**config.mk**
```make
export PLATFORM = sky130hd
export DESIGN_NAME = line_command_decoder
export DESIGN_NICKNAME = d
export VERILOG_FILES = /design/src/lcd_pkg.sv /design/src/lcd_line_ram.sv /design/src/lcd_kw_match.sv /design/src/line_command_decoder.sv
export SDC_FILE = /design/constraint.sdc
export NUM_CORES = 1
export LEC_CHECK = 0
export BUFFER_PORTS_ARGS = -buffer_cell sky130_fd_sc_hd__buf_2
export CAP_MARGIN = 20
export CORE_AREA = 2 2 222 224
export CTS_CLUSTER_SIZE = 8
export DETAILED_ROUTE_END_ITERATION = 16
export DIE_AREA = 0 0 224 226
export HOLD_SLACK_MARGIN = 0.08
export PLACE_DENSITY = 0.42
export SLEW_MARGIN = 20
export SYNTH_ARGS = -nofsm -noshare
export SYNTH_HDL_FRONTEND = slang
export SYNTH_SLANG_ARGS = --single-unit
```
**constraint.sdc**
```tcl
create_clock -name clk -period 4.9 [get_ports clk]
set_clock_uncertainty 0.15 [all_clocks]
set_input_delay 0.245 -clock clk [delete_from_list [all_inputs] [get_ports clk]]
set_output_delay 0.245 -clock clk [all_outputs]
set_load 0.02 [all_outputs]
```
**src/lcd_pkg.sv**
```systemverilog
// ----------------------------------------------------------------------------
// lcd_pkg: shared constants, types and keyword table
// Store sizing, result codes and the fixed keyword set of the line decoder.
// ----------------------------------------------------------------------------
`default_nettype none

package lcd_pkg;

	localparam int LINE_CAPACITY = 64;
	localparam int STORE_DEPTH   = LINE_CAPACITY - 1;
	localparam int ADDR_W        = $clog2(STORE_DEPTH);
	localparam int LEN_W         = $clog2(LINE_CAPACITY);

	localparam int KW_COUNT = 13;
	localparam int KW_MAX   = 13;
	localparam int POS_W    = $clog2(KW_MAX + 1);

	localparam logic [3:0] CODE_EMPTY    = 4'd13;
	localparam logic [3:0] CODE_OVERFLOW = 4'd14;
	localparam logic [3:0] CODE_UNKNOWN  = 4'd15;

	localparam logic [7:0] BYTE_CR = 8'd13;
	localparam logic [7:0] BYTE_LF = 8'd10;

	typedef struct packed {
		logic             start;
		logic             step;
		logic [POS_W-1:0] pos;
		logic [7:0]       ch;
	} match_req_t;

	typedef struct packed {
		logic [3:0] code_zero;
		logic [3:0] code_upd;
	} match_res_t;

	// keyword text, right-aligned: last character in the low byte
	function automatic logic [8*KW_MAX-1:0] kw_text(input int k);
		logic [8*KW_MAX-1:0] t;
		case (k)
			0:  t = "on";
			1:  t = "off";
			2:  t = "on-unack";
			3:  t = "off-unack";
			4:  t = "tx-low";
			5:  t = "tx-normal";
			6:  t = "status";
			7:  t = "help";
			8:  t = "lidar-status";
			9:  t = "lidar-info";
			10: t = "lidar-health";
			11: t = "lidar-rx-test";
			12: t = "factory-reset";
			default: t = '0;
		endcase
		return t;
	endfunction

	function automatic int kw_len(input int k);
		int l;
		case (k)
			0:  l = 2;
			1:  l = 3;
			2:  l = 8;
			3:  l = 9;
			4:  l = 6;
			5:  l = 9;
			6:  l = 6;
			7:  l = 4;
			8:  l = 12;
			9:  l = 10;
			10: l = 12;
			11: l = 13;
			12: l = 13;
			default: l = 0;
		endcase
		return l;
	endfunction

	// character at a position of a keyword, zero past its end
	function automatic logic [7:0] kw_char(input int k, input logic [POS_W-1:0] p);
		logic [8*KW_MAX-1:0] t;
		int                  l;
		int                  pi;
		t  = kw_text(k);
		l  = kw_len(k);
		pi = int'(p);
		if (pi >= l)
			return 8'd0;
		return t[8*(l-1-pi) +: 8];
	endfunction

endpackage

`default_nettype wire

```
**src/lcd_line_ram.sv**
```systemverilog
// ----------------------------------------------------------------------------
// lcd_line_ram: line character store
// Simple dual-port synchronous RAM, one write and one registered read a cycle.
// ----------------------------------------------------------------------------
`default_nettype none

module lcd_line_ram #(
	parameter int DEPTH  = 63,
	parameter int WIDTH  = 8,
	parameter int ADDR_W = $clog2(DEPTH)
) (
	input  wire logic              clk,
	input  wire logic              we,
	input  wire logic [ADDR_W-1:0] waddr,
	input  wire logic [WIDTH-1:0]  wdata,
	input  wire logic              re,
	input  wire logic [ADDR_W-1:0] raddr,
	output logic      [WIDTH-1:0]  rdata
);

	logic [WIDTH-1:0] mem [DEPTH];

	always_ff @(posedge clk) begin
		if (we)
			mem[waddr] <= wdata;
	end

	always_ff @(posedge clk) begin
		if (re)
			rdata <= mem[raddr];
	end

endmodule

`default_nettype wire

```
**src/lcd_kw_match.sv**
```systemverilog
// ----------------------------------------------------------------------------
// lcd_kw_match: keyword candidate tracker
// Keeps one live bit per keyword while the stored line is scanned a character
// at a time, and encodes the resulting command code.
// ----------------------------------------------------------------------------
`default_nettype none

module lcd_kw_match (
	input  wire logic              clk,
	input  wire logic              arst_n,
	input  wire lcd_pkg::match_req_t req,
	output lcd_pkg::match_res_t      res
);

	import lcd_pkg::*;

	logic [KW_COUNT-1:0] mask_q;
	logic [KW_COUNT-1:0] mask_upd;

	// code for a text of the given length with the given live candidates
	function automatic logic [3:0] pick(input logic [KW_COUNT-1:0] m,
			input logic [POS_W:0] used);
		logic [3:0] c;
		c = CODE_UNKNOWN;
		for (int k = KW_COUNT - 1; k >= 0; k--) begin
			if (m[k] && int'(used) == kw_len(k))
				c = 4'(k);
		end
		if (used == '0)
			c = CODE_EMPTY;
		return c;
	endfunction

	always_comb begin
		for (int k = 0; k < KW_COUNT; k++)
			mask_upd[k] = mask_q[k] && (kw_char(k, req.pos) == req.ch);
	end

	always_ff @(posedge clk or negedge arst_n) begin
		if (!arst_n) begin
			mask_q <= '0;
		end else if (req.start) begin
			mask_q <= '1;
		end else if (req.step) begin
			mask_q <= mask_upd;
		end
	end

	// zero byte at pos: text ends before it; otherwise it includes this char
	assign res.code_zero = pick(mask_q, {1'b0, req.pos});
	assign res.code_upd  = pick(mask_upd, {1'b0, req.pos} + 1'b1);

endmodule

`default_nettype wire

```
**src/line_command_decoder.sv**
```systemverilog
// ----------------------------------------------------------------------------
// line_command_decoder: text line to command code
// Collects received characters into a line store and decodes each finished
// line against a fixed keyword set.
// ----------------------------------------------------------------------------
// Usage:
//   in_valid/in_ready/rx_byte carry one received byte per transaction.
//   out_valid/out_ready/command_code carry one code per finished line.
//   Ordinary bytes and a line feed swallowed after a carriage return give
//   no result. A CR or LF ends the line: the stored text is read back from
//   the line RAM one character a cycle (pipelined behind the registered RAM
//   read) for at most 14 characters, and its code is then loaded into the
//   output register. An overflowed or empty line skips the scan.
//   Input is refused during the scan and while a finished code waits for a
//   free output register; a code already in the output register does not
//   hold off ordinary bytes. When the receiver stalls, command_code holds.
//   Reset clears the length, overflow and CR flags and the output valid; the
//   line RAM is not cleared, only written entries are ever read.
// ----------------------------------------------------------------------------
`default_nettype none

module line_command_decoder (
	input  wire logic       clk,
	input  wire logic       arst_n,
	input  wire logic       in_valid,
	output logic            in_ready,
	input  wire logic [7:0] rx_byte,
	output logic            out_valid,
	input  wire logic       out_ready,
	output logic      [3:0] command_code
);

	import lcd_pkg::*;

	typedef enum logic [1:0] {
		ST_IDLE,
		ST_SCAN,
		ST_DONE
	} state_t;

	state_t           state_q;
	logic [LEN_W-1:0] len_q;
	logic             ovf_q;
	logic             skip_q;
	logic [POS_W-1:0] limit_q;
	logic [POS_W-1:0] addr_q;
	logic [3:0]       result_q;
	logic             out_valid_q;
	logic [3:0]       code_q;

	logic             rd_valid_s1;
	logic [POS_W-1:0] rd_pos_s1;

	logic             accept;
	logic             is_cr;
	logic             is_lf;
	logic             wr_en;
	logic             rd_en;
	logic [7:0]       rd_data;
	logic             step;
	match_req_t       mreq;
	match_res_t       mres;

	assign in_ready = (state_q == ST_IDLE);
	assign accept   = in_valid && in_ready;
	assign is_cr    = (rx_byte == BYTE_CR);
	assign is_lf    = (rx_byte == BYTE_LF);

	assign wr_en = accept && !(skip_q && is_lf) && !is_cr && !is_lf && !ovf_q &&
			(len_q < LEN_W'(STORE_DEPTH));
	assign rd_en = (state_q == ST_SCAN) && (addr_q < limit_q);
	assign step  = (state_q == ST_SCAN) && rd_valid_s1 && (rd_data != 8'd0);

	assign mreq.start = accept && (is_cr || is_lf);
	assign mreq.step  = step;
	assign mreq.pos   = rd_pos_s1;
	assign mreq.ch    = rd_data;

	lcd_line_ram #(
		.DEPTH (STORE_DEPTH),
		.WIDTH (8),
		.ADDR_W(ADDR_W)
	) u_ram (
		.clk  (clk),
		.we   (wr_en),
		.waddr(len_q[ADDR_W-1:0]),
		.wdata(rx_byte),
		.re   (rd_en),
		.raddr(ADDR_W'(addr_q)),
		.rdata(rd_data)
	);

	lcd_kw_match u_match (
		.clk   (clk),
		.arst_n(arst_n),
		.req   (mreq),
		.res   (mres)
	);

	always_ff @(posedge clk or negedge arst_n) begin
		if (!arst_n) begin
			rd_valid_s1 <= 1'b0;
		end else begin
			rd_valid_s1 <= rd_en;
		end
	end

	always_ff @(posedge clk) begin
		if (rd_en)
			rd_pos_s1 <= addr_q;
	end

	always_ff @(posedge clk or negedge arst_n) begin
		if (!arst_n) begin
			state_q     <= ST_IDLE;
			len_q       <= '0;
			ovf_q       <= 1'b0;
			skip_q      <= 1'b0;
			limit_q     <= '0;
			addr_q      <= '0;
			result_q    <= '0;
			out_valid_q <= 1'b0;
			code_q      <= '0;
		end else begin
			if (out_valid_q && out_ready)
				out_valid_q <= 1'b0;

			case (state_q)
				ST_IDLE: begin
					if (accept) begin
						skip_q <= 1'b0;
						if (skip_q && is_lf) begin
							// line feed of a CR LF pair, nothing to do
						end else if (!is_cr && !is_lf) begin
							if (!ovf_q) begin
								if (len_q < LEN_W'(STORE_DEPTH))
									len_q <= len_q + 1'b1;
								else
									ovf_q <= 1'b1;
							end
						end else begin
							skip_q <= is_cr;
							ovf_q  <= 1'b0;
							len_q  <= '0;
							addr_q <= '0;
							// texts longer than any keyword need only one extra char
							if (len_q < LEN_W'(KW_MAX + 1))
								limit_q <= POS_W'(len_q);
							else
								limit_q <= POS_W'(KW_MAX + 1);
							if (ovf_q) begin
								result_q <= CODE_OVERFLOW;
								state_q  <= ST_DONE;
							end else if (len_q == '0) begin
								result_q <= CODE_EMPTY;
								state_q  <= ST_DONE;
							end else begin
								state_q <= ST_SCAN;
							end
						end
					end
				end

				ST_SCAN: begin
					if (rd_en)
						addr_q <= addr_q + 1'b1;
					if (rd_valid_s1) begin
						if (rd_data == 8'd0) begin
							result_q <= mres.code_zero;
							state_q  <= ST_DONE;
						end else if (rd_pos_s1 == limit_q - 1'b1) begin
							result_q <= mres.code_upd;
							state_q  <= ST_DONE;
						end
					end
				end

				ST_DONE: begin
					if (!out_valid_q || out_ready) begin
						code_q      <= result_q;
						out_valid_q <= 1'b1;
						state_q     <= ST_IDLE;
					end
				end

				default: begin
					state_q <= ST_IDLE;
				end
			endcase
		end
	end

	assign out_valid    = out_valid_q;
	assign command_code = code_q;

endmodule

`default_nettype wire
```
[After elaboration in Yosys (flattened, before gate mapping)]
Memory sizes are Yosys's and may differ from the RTL's. A register that Yosys moved wholly into a read port is not among the register bits.
Index checks and enable logic that the tools add are counted.
Word-level totals
  register bits after elaboration: 45
  latch bits: 0
  bits in writable memories: 504
  memory bits (read-only): 0
  input bits: 12
  output and inout bits: 6
  logic and storage cells: 273
  memories: 1
Memory list
  u_ram.mem: words 63, bits a word 8, rd ports 1, clocked after memory_dff 1, write ports 1, RTL line lcd_line_ram.sv:21  | logic [WIDTH-1:0] mem [DEPTH];
Operators by class
  $add $sub $neg: 13
  multipliers: 0
  divide/modulo/power cells: 0
  magnitude comparators: 12
  equal/unequal tests: 46
  shift-type cells: 13
  muxes and demuxes: 99
  bitwise logic cells: 2
  reduce and logical (&&, ||, !) cells: 75
Operators by type and width (count)
  $shiftx 104x32->8 const A: 13
  $mux 8: 22
  $mux 4: 31
  $eq 8x8->1: 13
  $logic_and 1x1->1: 52
  $mux 13: 2
  $eq 5x5->1 const B: 5
  $mux 3: 8
  $mux 2: 11
  $eq 4x4->1 const B: 5
  $ge 4x4->1 const B: 5
  $sub 4x4->5 const A: 4
  $mux 1: 19
  $mux 6: 3
  $eq 4x3->1 const B: 4
  $eq 8x4->1 const B: 2
  $pmux 4 s2: 2
  $ne 2x2->1 const B: 7
  $eq 5x3->1 const B: 2
  $eq 5x4->1 const B: 2
  $reduce_and 5->1: 2
  $sub 2x4->5 const A: 2
  $sub 3x4->5 const A: 2
  $ge 4x2->1 const B: 2
  30 further kinds: 40

[Longest topological paths before layout]
  depth after elaboration: 24
  depth in mapped cells: 18

[Modules after synthesis]
A second synthesis with hierarchy kept.
Second synthesis, totals
  cells, all modules: 1847
  area, all modules: 26573.0 sq um
Modules (own cells, without submodules)
  lcd_line_ram: instances 1, cells an instance 957, area each 19954.1 sq um
  lcd_kw_match: instances 1, cells an instance 723, area each 4798.4 sq um
  line_command_decoder: instances 1, cells an instance 167, area each 1820.5 sq um

[Worst setup path before layout]
OpenSTA, ideal clock, no wires.
  kind: reg2reg
  start point: register rd_pos_s1[0]
  end point: register result_q[0]
  library setup time: 120 ps
  arrival: 3361 ps
  data required time: 4630 ps
  slack: 1269 ps
  stages on the path, launching flop included: 17
  cell sequence: edfxtp_1 -> buf_2 -> inv_1 -> buf_2 -> buf_2 -> ha_1 -> buf_2 -> buf_2 -> buf_2 -> a22oi_1 -> nor2_1 -> o22a_1 -> a31oi_1 -> nand4_1 -> nor4_2 -> or3b_1 -> a31o_1
Between the ends
  word-level cells in the longest chain between the ends: 24
  elaborated cells on any way between the ends: 161
  those cells by class: add/sub: 10; order compare: 9; eq/ne: 33; shift: 13; mux: 54; reduce/logical: 42
RTL lines
  start, declared: RTL line line_command_decoder.sv:52  | logic [POS_W-1:0] rd_pos_s1;
  start signal, assigned: RTL line line_command_decoder.sv:110  | rd_pos_s1 <= addr_q;
  $sub 4x4->5 or $ge 4x4->1 (tied branches): RTL line lcd_pkg.sv:90, lcd_pkg.sv:88
  $shiftx 104x32->8 or $mux 1 (tied branches): RTL line lcd_pkg.sv:90, lcd_pkg.sv:88
  $mux 8: RTL line lcd_pkg.sv:90  | return t[8*(l-1-pi) +: 8];
  $eq 8x8->1: RTL line lcd_kw_match.sv:36  | mask_upd[k] = mask_q[k] && (kw_char(k, req.pos) == req.ch);
  $logic_and 1x1->1: RTL line lcd_kw_match.sv:36
  $logic_and 1x1->1: RTL line lcd_kw_match.sv:26  | if (m[k] && int'(used) == kw_len(k))
  $mux 2: RTL line lcd_kw_match.sv:26
  $mux 3 (4 in a row): RTL line lcd_kw_match.sv:26
  $mux 4 (8 in a row): RTL line lcd_kw_match.sv:26
  $mux 4: RTL line lcd_kw_match.sv:29  | if (used == '0)
  $mux 4: RTL line line_command_decoder.sv:171  | end else if (rd_pos_s1 == limit_q - 1'b1) begin
  $mux 4: RTL line line_command_decoder.sv:168  | if (rd_data == 8'd0) begin
  $mux 4: RTL line line_command_decoder.sv:167  | if (rd_valid_s1) begin
  $pmux 4 s2: RTL line line_command_decoder.sv:128  | case (state_q)
  end signal, assigned: RTL line line_command_decoder.sv:169  | result_q <= mres.code_zero;
  end signal, assigned: RTL line line_command_decoder.sv:172  | result_q <= mres.code_upd;
  end, declared: RTL line line_command_decoder.sv:47  | logic [3:0] result_q;
Parallel ways exist; a longest one is shown, timed or not. The select of a mux whose other input is x is not followed.
A chain may end at the register's enable or synchronous reset.

[Final worst setup path]
  start point: register rd_pos_s1[3]
  end point: register result_q[0]
Same word-level chain as after synthesis.

==> results.tsv <==
stage	metric	value	unit
status	status	finished, final reports clean	
detailed_routing	per-cell routed wire length	21.9	µm
power_and_ir_drop	sequential power share	45.3	%
clock_tree	clk buf depth	2	
finish	Layout area overhead	12.2	%
sta	Worst Tran Pin Value	1.07	ns
power_and_ir_drop	P_leak	4.60	nW
yosys	post-synth top area share	35.1	%
worst_setup_path	most used cell, CP	nor2_1	
worst_setup_path	Worst setup EP type	flip-flop	
global_routing	GRT Overall Usage	15.9	%
detailed_routing	Residual DRC	0	
sta	Finish-stage setup viols	0	
worst_setup_path	CP Cell Sequence	inv_2, ha_1, nor2_1, nor3_4, a31oi_1, a2111oi_0, nand4_1, a21oi_1, nor2_1, a31o_1	
finish	ant diodes	0	
clock_tree	TritonCTS clock tree	done	
sta	crit share post-route	92.0	%
detailed_routing	via count	9888	
clock_tree	Worst-Skew Late Latency	0.44	ns
worst_setup_path	CP Buf/Inv Count	1	
power_and_ir_drop	Final Power	0.00415	W
worst_setup_path	Max stage delay on crit path	0.75	ns
yosys	top cells by count, synth	140 x edfxtp_1, 100 x nand2_1, 86 x nor2_1	
yosys	cell area after synthesis	12000	µm²
yosys	Post-synth EDFFs	140	
detailed_routing	Initial DRC Count	1052	
clock_tree	clk root buf	clkbuf_16	
min_path	HP Class	in -> async	
flow_run	max cap viols	0	
global_routing	met2 Use GR	24.0	%
clock_tree	clk slew on worst S/H paths	0.07	ns
worst_setup_path	worst path required time	5.08	ns
yosys	Area contributors post-synth	edfxtp_1 35%, dfrtp_1 8.6%, mux2i_1 3.2%	
worst_setup_path	Crit-path slowest cell	edfxtp_1	
yosys	Cells after Synth	1187	
worst_setup_path	largest delay contributor family on the critical path	compound AO/OA/AOI/OAI gates	
detailed_routing	remaining antenna violation count after routing	0	
sta	final hold violations	0	
sta	RSZ-0062 raised after global routing	false	
placed_design	Setup WS pre-CTS	0.518	ns
detailed_routing	final WL	40000	µm
clock_tree	Post-CTS Resized	0	
global_routing	first-pass GRT wire length	60600	µm
yosys	ys flop type	edfxtp_1	
yosys	syn_nets	1224	
yosys	sequential area share after synthesis	43.6	%
global_routing	number of antenna violations at the first check in global routing	1	
worst_setup_path	Worst Setup SP	rd_pos_s1[3]	
clock_tree	CTS buffer count	17	
yosys	leading area contributor after synthesis	edfxtp_1	
finish	fillers	5049	
worst_setup_path	Critical R2R Launch	rd_pos_s1[3]	
sta	setup ws final	0.392	ns
finish	layout cells sized above 1	13.0	%
sta	upper clock frequency limit	222	MHz
clock_tree	Clock Sinks	181	
yosys	yosys warns	0	
die	Die Area	50600	µm²
global_routing	number of global-route vias before repair	9472	
worst_setup_path	critical path type	reg -> reg	
power_and_ir_drop	IR Drop Worst-Case VDD	0.000317	V
power_and_ir_drop	clock share of power	34.0	%
yosys	register bit total from synthesis	181	
worst_setup_path	Worst setup SP type	flip-flop	
yosys	most common cell in the synthesized netlist	edfxtp_1	
global_routing	global-route met1 utilization	22.9	%
yosys	post-synthesis area per instance	10.1	µm²
detailed_routing	vias per std cell	5.42	
power_and_ir_drop	Net Sw Frac	30.5	%
detailed_routing	Pre-Repair DR Iteration Count	5	
placed_design	Cells after DPL	1780	
sta	Slew HR	28.3	%
worst_setup_path	Data arrival, critical path	4.69	ns
yosys	Unique masters post-synth	99	
global_routing	GRT busiest layer	met2	
power_and_ir_drop	PD cells	309	nW/µm²
power_and_ir_drop	P_int	0.00289	W
worst_setup_path	Worst Path Max Fanout	17	
die	Rows	81	
die	Initial Utilization	24.8	%
sta	post-route setup TNS	0	ns
power_and_ir_drop	Comb pwr share	20.7	%
finish	Layout Cells excl Fill	1823	
sta	final slew viol count	0	
finish	post-route cell area	13500	µm²
finish	nets	1225	
power_and_ir_drop	sw power	0.00127	W
global_routing	largest net degree at the start of global routing	79	
placed_design	DP Area	12700	µm²
die	Core ar.	48300	µm²
global_routing	aggregate global routing overflow	0	
die	Die H	226	µm
placed_design	RD Place Congestion	0.896	
die	Die W	224	µm
yosys	Async S/R FF share, synth	22.7	%
clock_tree	H-Tree Depth	4	
placed_design	Post-DP HPWL	28000	µm
sta	min cycle time layout	4.51	ns
die	IO Pins	18	
global_routing	met3 Use GR	2.64	%
placed_design	IO buf count	17	
-- power by group through the flow --
stage	logic (W)	registers (W)	clock network, W
after CTS	0.000875	0.00188	0.00145
final	0.000858	0.00188	0.00141
after floorplan	0.000613	0.00187	0
after global routing	0.000942	0.00189	0.00151
after global placement	0.000865	0.00191	0
after detailed placement	0.000866	0.00191	0
-- cell type report --
| class | instances | area (µm²) | share of cell area, % |
|---|---|---|---|
| Multi-Input combinational cell | 895 | 6230 | 46.3 |
| Clock buffer | 19 | 433 | 3.22 |
| Timing Repair Buffer | 67 | 513 | 3.81 |
| Inverter | 26 | 97.6 | 0.726 |
| Tap cell | 622 | 778 | 5.79 |
| Sequential cell | 181 | 5230 | 38.9 |
| Clock inverter | 13 | 166 | 1.24 |
-- worst register-to-register path, cell delays in order (launching register included) --
cell and delay [ns]:
edfxtp_1 0.75, inv_2 0.42, ha_1 0.69, nor2_1 0.25, nor3_4 0.40, a31oi_1 0.21, a2111oi_0 0.65, nand4_1 0.30
a21oi_1 0.27, nor2_1 0.08, a31o_1 0.21
-- layer usage --
layer | vias up | wire, µm
met5 | - | 20
met4 | 2 | 938
met2 | 353 | 17500
met1 | 4910 | 19400
met3 | 63 | 2150
li1 | 4560 | -
-- stage by stage --
stage	utilization, %	hold WS, ns
final	27.8	0.276
after global routing	27.8	0.333
after CTS	27.8	0.285
after detailed placement	26.4	0.221
after global placement	26.4	0.216
after floorplan	-	-0.201
-- logic make-up (layout without fill, tap and decap cells) --
kind of cell | after synthesis | count (layout) | synth area share [%]
XOR/XNOR | 42 | 42 | 3.31
multiplexers | 66 | 66 | 7.31
buffers and inverters | 111 | 125 | 4.57
adder cells (fa/ha/maj) | 25 | 25 | 2.61
AND/OR/NAND/NOR | 439 | 439 | 19.6
AO/OA/AOI/OAI | 323 | 323 | 19.0
flip-flops | 181 | 181 | 43.6
-- placed cells by master (no fill, tap or decap), types with 17 or more instances in the layout --
cell type,n
a21oi_1,56
a31oi_1,19
and3_1,17
buf_2,17
buf_4,37
clkbuf_16,17
dfrtp_1,40
edfxtp_1,140
ha_1,25
inv_1,22
mux2i_1,38
nand2_1,100
nand2b_1,22
nand3_1,38
nand4_1,22
nor2_1,86
nor2b_1,29
nor3_1,30
o211ai_1,19
o21ai_0,60
xnor2_1,28
-- path summary, 6_finish.rpt --
kind,to,slack [ns],cells past startpoint
max in group asynchronous,addr_q[0],3.89,3
setup / recovery,result_q[0],0.39,10
hold / removal,u_match.mask_q[11],0.28,3
hold reg to reg,skip_q,0.34,2
min in group clk,skip_q,0.34,2
setup reg to reg,result_q[0],0.39,10
-- sequential cells by signal (all words and copies together) (netlist names) --
register	cells
addr_q	4
command_code	4
len_q	6
limit_q	4
out_valid	1
ovf_q	1
rd_pos_s1	4
rd_valid_s1	1
result_q	4
skip_q	1
state_q	2
u_match.mask_q	13
u_ram.mem	128
u_ram.rdata	8
-- timing repair --
| item | 4_1_cts | 5_1_grt |
|---|---|---|
| endpoints found under the hold margin | 157 | 0 |
| hold buffers | 11 | 0 |
| buffers inserted | 0 | 0 |
Power figures use the tool's default switching activity.
